### src/rtl/nearest_neighbor_downscaler_core_macros.svh
// Assertion macros for the nearest-neighbor downscaler RTL.
// Uses clk_i and rst_ni of the including module; empty when SYNTH is defined.
`ifndef NEAREST_NEIGHBOR_DOWNSCALER_CORE_MACROS_SVH
`define NEAREST_NEIGHBOR_DOWNSCALER_CORE_MACROS_SVH
`ifndef SYNTH
`define NND_ASSERT(lbl, prop, msg) \
  lbl: assert property (@(posedge clk_i) disable iff (!rst_ni) (prop)) else $error(msg);
`define NND_ASSERT_IMPL(lbl, ante, cons, msg) \
  `NND_ASSERT(lbl, (ante) |-> (cons), msg)
`define NND_ASSERT_NEXT(lbl, ante, cons, msg) \
  `NND_ASSERT(lbl, (ante) |=> (cons), msg)
`else
`define NND_ASSERT(lbl, prop, msg)
`define NND_ASSERT_IMPL(lbl, ante, cons, msg)
`define NND_ASSERT_NEXT(lbl, ante, cons, msg)
`endif
`endif

### src/rtl/nnd_pkg.sv
// Package for the nearest-neighbor downscaler: field widths and register codes.
// No dependencies.
`default_nettype none
package nnd_pkg;

  localparam int CFG_W   = 11;
  localparam int PIX_W   = 16;
  localparam int IDX_W   = 20;
  localparam int CIDX_W  = 2;
  localparam int SUM_W   = 2 * CFG_W;

  typedef enum logic [CIDX_W-1:0] {
    CFG_DST_WIDTH  = 2'd0,
    CFG_DST_HEIGHT = 2'd1,
    CFG_SRC_WIDTH  = 2'd2,
    CFG_SRC_HEIGHT = 2'd3
  } cfg_reg_e;

endpackage
`default_nettype wire

### src/rtl/nearest_neighbor_downscaler_core.sv
// Nearest-neighbor downscaler: a kept pixel's result is registered in the cycle after it is accepted.
// Throughput one pixel per cycle while the output is not stalled; the counter update and the output register
// both complete in the cycle the request is accepted.
// Reset: sizes return to 1, all counters to 0, output register empty.
// Depends on nnd_pkg and nearest_neighbor_downscaler_core_macros.svh.
`default_nettype none
`include "nearest_neighbor_downscaler_core_macros.svh"
module nearest_neighbor_downscaler_core #(
  parameter int MAX_DIM    = 1024,
  parameter int PIXEL_BITS = 16
) (
  input  wire logic                        clk_i,
  input  wire logic                        rst_ni,
  input  wire logic                        cfg_valid_i,
  output logic                             cfg_ready_o,
  input  wire logic [nnd_pkg::CIDX_W-1:0]  cfg_index_i,
  input  wire logic [nnd_pkg::CFG_W-1:0]   cfg_data_i,
  input  wire logic                        in_valid_i,
  output logic                             in_ready_o,
  input  wire logic [nnd_pkg::PIX_W-1:0]   pixel_in_i,
  input  wire logic                        frame_start_i,
  output logic                             out_valid_o,
  input  wire logic                        out_ready_i,
  output logic [nnd_pkg::PIX_W-1:0]        pixel_out_o,
  output logic [nnd_pkg::IDX_W-1:0]        dst_index_o,
  output logic                             frame_done_o
);

  localparam int CW = nnd_pkg::CFG_W;
  localparam int SW = nnd_pkg::SUM_W;
  localparam logic [nnd_pkg::PIX_W-1:0] PIX_MASK =
    (PIXEL_BITS >= nnd_pkg::PIX_W) ? {nnd_pkg::PIX_W{1'b1}} :
    nnd_pkg::PIX_W'((1 << PIXEL_BITS) - 1);

  logic [CW-1:0] dst_width_q, dst_height_q, src_width_q, src_height_q;

  logic [CW-1:0] src_col_q, src_col_d, src_row_q, src_row_d;
  logic [CW-1:0] dst_col_q, dst_col_d, dst_row_q, dst_row_d;
  logic [SW-1:0] col_sum_q, col_sum_d, col_tgt_q, col_tgt_d;
  logic [SW-1:0] row_sum_q, row_sum_d, row_tgt_q, row_tgt_d;

  logic                      out_valid_q;
  logic [nnd_pkg::PIX_W-1:0] pixel_q;
  logic [nnd_pkg::IDX_W-1:0] index_q;
  logic                      done_q;

  logic [CW-1:0] sc, sr, dc, dr;
  logic [SW-1:0] cs, ct, rs, rt;
  logic [CW:0]   sc_inc;
  logic          halted, cfg_ok, row_hit, col_hit, hit, in_acc;
  logic [SW-1:0] idx_full;
  logic          done_d;

  assign cfg_ready_o = 1'b1;
  assign in_ready_o  = !out_valid_q || out_ready_i;
  assign in_acc      = in_valid_i && in_ready_o;

  always_ff @(posedge clk_i or negedge rst_ni) begin
    if (!rst_ni) begin
      dst_width_q  <= CW'(1);
      dst_height_q <= CW'(1);
      src_width_q  <= CW'(1);
      src_height_q <= CW'(1);
    end else if (cfg_valid_i) begin
      case (nnd_pkg::cfg_reg_e'(cfg_index_i))
        nnd_pkg::CFG_DST_WIDTH:  dst_width_q  <= cfg_data_i;
        nnd_pkg::CFG_DST_HEIGHT: dst_height_q <= cfg_data_i;
        nnd_pkg::CFG_SRC_WIDTH:  src_width_q  <= cfg_data_i;
        nnd_pkg::CFG_SRC_HEIGHT: src_height_q <= cfg_data_i;
        default: ;
      endcase
    end
  end

  always_comb begin
    sc = frame_start_i ? '0 : src_col_q;
    sr = frame_start_i ? '0 : src_row_q;
    dc = frame_start_i ? '0 : dst_col_q;
    dr = frame_start_i ? '0 : dst_row_q;
    cs = frame_start_i ? '0 : col_sum_q;
    ct = frame_start_i ? '0 : col_tgt_q;
    rs = frame_start_i ? '0 : row_sum_q;
    rt = frame_start_i ? '0 : row_tgt_q;

    halted = (sr >= src_height_q);
    cfg_ok = (dst_width_q != '0) && (32'(dst_width_q) <= MAX_DIM) &&
             (dst_height_q != '0) && (32'(dst_height_q) <= MAX_DIM) &&
             (src_width_q != '0) && (32'(src_width_q) <= MAX_DIM) &&
             (src_height_q != '0) && (32'(src_height_q) <= MAX_DIM) &&
             (dst_width_q <= src_width_q) && (dst_height_q <= src_height_q);

    row_hit = cfg_ok && (dr < dst_height_q) &&
              ({1'b0, rt} < ({1'b0, rs} + (SW+1)'(dst_height_q)));
    col_hit = cfg_ok && (dc < dst_width_q) &&
              ({1'b0, ct} < ({1'b0, cs} + (SW+1)'(dst_width_q)));
    hit     = !halted && row_hit && col_hit;

    idx_full = SW'(dr) * SW'(dst_width_q) + SW'(dc);
    done_d   = ((CW+1)'(dr) + 1'b1 == (CW+1)'(dst_height_q)) &&
               ((CW+1)'(dc) + 1'b1 == (CW+1)'(dst_width_q));

    src_col_d = sc;
    src_row_d = sr;
    dst_col_d = dc;
    dst_row_d = dr;
    col_sum_d = cs;
    col_tgt_d = ct;
    row_sum_d = rs;
    row_tgt_d = rt;
    sc_inc    = (CW+1)'(sc) + 1'b1;

    if (!halted) begin
      if (hit) begin
        dst_col_d = dc + 1'b1;
        col_tgt_d = ct + SW'(src_width_q);
      end
      src_col_d = sc_inc[CW-1:0];
      col_sum_d = cs + SW'(dst_width_q);
      if (sc_inc >= (CW+1)'(src_width_q)) begin
        src_col_d = '0;
        col_sum_d = '0;
        dst_col_d = '0;
        col_tgt_d = '0;
        if (row_hit) begin
          dst_row_d = dr + 1'b1;
          row_tgt_d = rt + SW'(src_height_q);
        end
        src_row_d = sr + 1'b1;
        row_sum_d = rs + SW'(dst_height_q);
      end
    end
  end

  always_ff @(posedge clk_i or negedge rst_ni) begin
    if (!rst_ni) begin
      src_col_q <= '0;
      src_row_q <= '0;
      dst_col_q <= '0;
      dst_row_q <= '0;
      col_sum_q <= '0;
      col_tgt_q <= '0;
      row_sum_q <= '0;
      row_tgt_q <= '0;
    end else if (in_acc) begin
      src_col_q <= src_col_d;
      src_row_q <= src_row_d;
      dst_col_q <= dst_col_d;
      dst_row_q <= dst_row_d;
      col_sum_q <= col_sum_d;
      col_tgt_q <= col_tgt_d;
      row_sum_q <= row_sum_d;
      row_tgt_q <= row_tgt_d;
    end
  end

  always_ff @(posedge clk_i or negedge rst_ni) begin
    if (!rst_ni) begin
      out_valid_q <= 1'b0;
    end else if (in_ready_o) begin
      out_valid_q <= in_acc && hit;
    end
  end

  always_ff @(posedge clk_i) begin
    if (in_acc && hit) begin
      pixel_q <= pixel_in_i & PIX_MASK;
      index_q <= idx_full[nnd_pkg::IDX_W-1:0];
      done_q  <= done_d;
    end
  end

  assign out_valid_o  = out_valid_q;
  assign pixel_out_o  = pixel_q;
  assign dst_index_o  = index_q;
  assign frame_done_o = done_q;

  // stalled result blocks new requests
  `NND_ASSERT_IMPL(a_stall_blocks_in, out_valid_q && !out_ready_i, !in_ready_o,
                   "input accepted while result stalled")
  `NND_ASSERT_NEXT(a_start_clears_col, in_acc && frame_start_i, src_col_q <= CW'(1),
                   "frame start did not restart column count")
  `NND_ASSERT_IMPL(a_result_from_request, $rose(out_valid_q),
                   $past(in_valid_i && in_ready_o),
                   "result appeared without accepted pixel")

endmodule
`default_nettype wire
### config.mk
export PLATFORM = sky130hd
export DESIGN_NAME = nearest_neighbor_downscaler_core
export DESIGN_NICKNAME = d
export VERILOG_FILES = /design/src/rtl/nnd_pkg.sv /design/src/rtl/nearest_neighbor_downscaler_core.sv
export VERILOG_INCLUDE_DIRS = /design/src /design/src/rtl
export SDC_FILE = /design/constraint.sdc
export NUM_CORES = 1
export LEC_CHECK = 0
export ABC_AREA = 0
export BUFFER_PORTS_ARGS = -buffer_cell sky130_fd_sc_hd__buf_2
export CAP_MARGIN = 25
export CORE_ASPECT_RATIO = 1.1
export CORE_MARGIN = 4
export CORE_UTILIZATION = 55
export CTS_CLUSTER_SIZE = 40
export DETAILED_ROUTE_END_ITERATION = 6
export HOLD_SLACK_MARGIN = 0.08
export PLACE_DENSITY = 0.72
export REMOVE_ABC_BUFFERS = 1
export SKIP_LAST_GASP = 1
export SLEW_MARGIN = 10
export SYNTH_ARGS = -nofsm -noshare
export SYNTH_HDL_FRONTEND = slang
export SYNTH_SLANG_ARGS = --single-unit
### constraint.sdc
create_clock -name clk_i -period 17.9 [get_ports clk_i]
set_input_delay 0 -clock clk_i [delete_from_list [all_inputs] [get_ports clk_i]]
set_output_delay 0 -clock clk_i [all_outputs]
set_load 0.01 [all_outputs]
==> flow_metrics.py <==
metrics = {
    "routing": {
        "post-route-drc-count": 0,
        "drtAntennaViolNets": 0,
        "initialDrtViolationCount": 1225,
        "dr.pass1.iters": 5,
        "viasPerCell": 5.97,
        "wl_per_cell_um": 19.4,
        "drt_wl_total_mm": 52.5,
        "num_vias": 16100,
    },
    "setup_path": {
        "worstSetupPathType": "input port to flop",
        "crit_fanout": 59,
        "worstPathArrival_ns": 6.70,
        "cp-end-kind": "flop",
        "start_kind": "input port",
        "cp.required_ns": 18.32,
        "r2r_slack_ns": 11.90,
    },
    "sta": {
        "rsz0062_at_grt": "no",
        "min_period_ns": 6.27,
        "clock.fmax_mhz": 159,
        "tns_ns": 0,
        "worst_pin_slew_ns": 0.922,
        "setup_violations": 0,
        "slew_headroom": 0.370,
        "fin_crit_sh": 0.351,
        "hold_viol_final": 0,
        "finClkSkew_ns": 0.0252,
        "maxSlewViolCount": 0,
    },
    "synth": {
        "synth_area_leaders": "dfrtp_1 (23%), ha_1 (14%), fa_1 (9.8%)",
        "synth_seq_area_share": 0.289,
        "synth-edff-count": 37,
        "yosysMostFrequentCell": "nand2_1",
        "ys_types": 86,
        "netlist_top_cells_count": "nand2_1 (247), inv_1 (214), ha_1 (207)",
        "yosys.area.top_type": "dfrtp_1",
        "syn_area_um2": 19200,
        "synth.avg_cell_area_um2": 9.03,
        "synthCells": 2125,
        "yosys.area.top_type_share": 0.226,
        "async_flop_share": 0.827,
        "synth_flop_cell": "dfrtp_1",
        "yosys_warnings": 0,
        "synth-seq-cells": 214,
    },
    "clock_network": {
        "clk_pin_slew_ns": 0.06,
        "clock-sinks": 214,
        "clock_latency_ns": 0.56,
        "h-tree-depth": 1,
        "cts_setup_buffers": 0,
        "cts_tree": "yes",
        "cts-root-buf": "clkbuf_16",
        "cts_buffer_depth": 3,
        "numCtsBuffers": 26,
    },
    "power_and_ir_drop": {
        "power_frac_clock": 0.345,
        "p_comb_frac": 0.265,
        "p_int_mw": 1.01,
        "totalPowerFinal_mw": 1.54,
        "pwr-share-seq": 0.390,
        "p_switching_uw": 527,
        "peakVddDrop_uv": 77.9,
        "cellPowerDensity_nw_per_um2": 71.5,
        "switching_share": 0.342,
        "leakagePower_nw": 10.2,
    },
    "job": {
        "maxCapViolations": 0,
    },
    "die": {
        "die-area_um2": 37900,
        "ios": 75,
        "start_util": 0.559,
        "std_cell_rows": 71,
        "die_x_um": 186,
        "fp.coreArea_um2": 34300,
        "dieHeight_um": 204,
    },
    "layout": {
        "area_growth_pct": 12.3,
        "fin_cells": 2698,
        "final_nets": 2576,
        "post-route-util": 0.628,
        "antenna_cells": 0,
        "drive_gt1_frac": 0.104,
    },
    "grt": {
        "grt_pass1_wl_mm": 84.7,
        "grt_start_max_net_pins": 74,
        "grt_antenna_before_repair": 0,
        "grt_pass1_vias": 16500,
        "grtUsageTotal": 0.277,
        "grt-ovfl-total": 0,
    },
    "place": {
        "place.gp.congestion": 0.944,
        "dpl.hpwl_mm": 38.9,
        "place.port_buffers": 73,
        "dp_cells": 2590,
    },
    "worst_hold_path": {
        "hp-class": "input port to flop",
    },
    "run_status": {
        "status": "completed",
    },
}
-- state kept, by name (all words and copies together) (netlist names) --
name          count
col_sum_q        22
col_tgt_q        22
dst_col_q        11
dst_height_q     11
dst_index_o      20
dst_row_q        11
dst_width_q      11
frame_done_o      1
out_valid_o       1
pixel_out_o      16
row_sum_q        22
row_tgt_q        22
src_col_q        11
src_height_q     11
src_row_q        11
src_width_q      11
-- layout make-up --
cell class / count / area (um^2)
multi-input combinational: 1613 / 12500
sequential: 214 / 5550
fill: 2803 / 12700
inverter: 216 / 811
clock buffer: 36 / 741
timing repair buffer: 169 / 1310
clock inverter: 12 / 110
tap: 438 / 548
-- power by group through the flow --
stage	logic, mW	registers (mW)	clock network [mW]
after floorplan	0.262	0.587	0
after global placement	0.367	0.607	0
after detailed placement	0.383	0.607	0
after CTS	0.400	0.599	0.540
after global routing	0.456	0.606	0.560
final	0.408	0.601	0.532
-- path summary, 6_finish.rpt --
check,startpoint,end,depth (start not counted)
setup / recovery,frame_start_i,col_tgt_q[9],23
hold / removal,pixel_in_i[9],pixel_out_o[9],2
setup reg to reg,dst_row_q[0],dst_index_o[18],20
hold reg to reg,col_sum_q[5],col_sum_q[5],2
max in group asynchronous,rst_ni,dst_width_q[0],6
min in group asynchronous,rst_ni,dst_col_q[0],4
-- critical path, stage by stage --
cell,delay (ns)
dlygate4sd3_1,0.52
buf_4,0.38
buf_4,0.60
nor2b_1,0.12
ha_1,0.24
fa_1,0.44
a211oi_1,0.29
o21bai_1,0.15
a2bb2oi_1,0.22
a31oi_1,0.31
nand4b_1,0.33
nor3_1,0.09
xnor2_1,0.12
or2_2,0.29
ha_1,0.32
a21o_1,0.17
a21o_1,0.21
a2111oi_0,0.42
o211a_1,0.32
and3_1,0.34
buf_6,0.25
o21ai_4,0.16
a22o_1,0.30
-- what timing repair did --
item | CTS | global route
hold buffers | 56 | 0
hold endpoints to repair | 169 | 0
gates resized for setup | 0 | 0
-- cells in the final DEF (no fill, tap or decap), types with 37 or more instances in the layout --
cell type / count
inv_1: 214
fa_1: 94
nand3_1: 67
edfxtp_1: 37
a22o_1: 39
a21oi_1: 84
nand2_1: 247
and2_1: 50
dlygate4sd3_1: 55
nor2_1: 94
xor2_1: 49
nor2b_1: 101
ha_1: 207
o21ai_0: 107
xnor2_1: 85
buf_2: 71
dfrtp_1: 173
-- logic make-up after synthesis --
logic type / Yosys count / share of synthesized area
simple gates: 734 / 0.192
compound gates: 405 / 0.142
fa+ha+maj: 301 / 0.233
buf+inv: 298 / 0.0610
flops: 214 / 0.289
xor+xnor: 134 / 0.0612
mux: 38 / 0.0220
other cells: 1 / 0.000195
-- stage by stage --
step                      hold slack, ns  worst slack, ns  instance area, um^2
after floorplan                   -0.296            11.72                18800
after global placement           -0.0665            11.40                20000
after detailed placement         -0.0641            11.35                20100
after CTS                          0.140            11.37                21500
after global routing               0.153            11.22                21500
final                              0.151            11.63                21500
-- metal layers --
layer	vias to the layer above	part of all wire	GRT usage
met5	-	0	0
met4	0	0.049	0.121
met3	151	0.059	0.0358
met2	550	0.48	0.472
met1	7873	0.41	0.354
li1	7542	-	-
(Power assumes the default switching activity.)
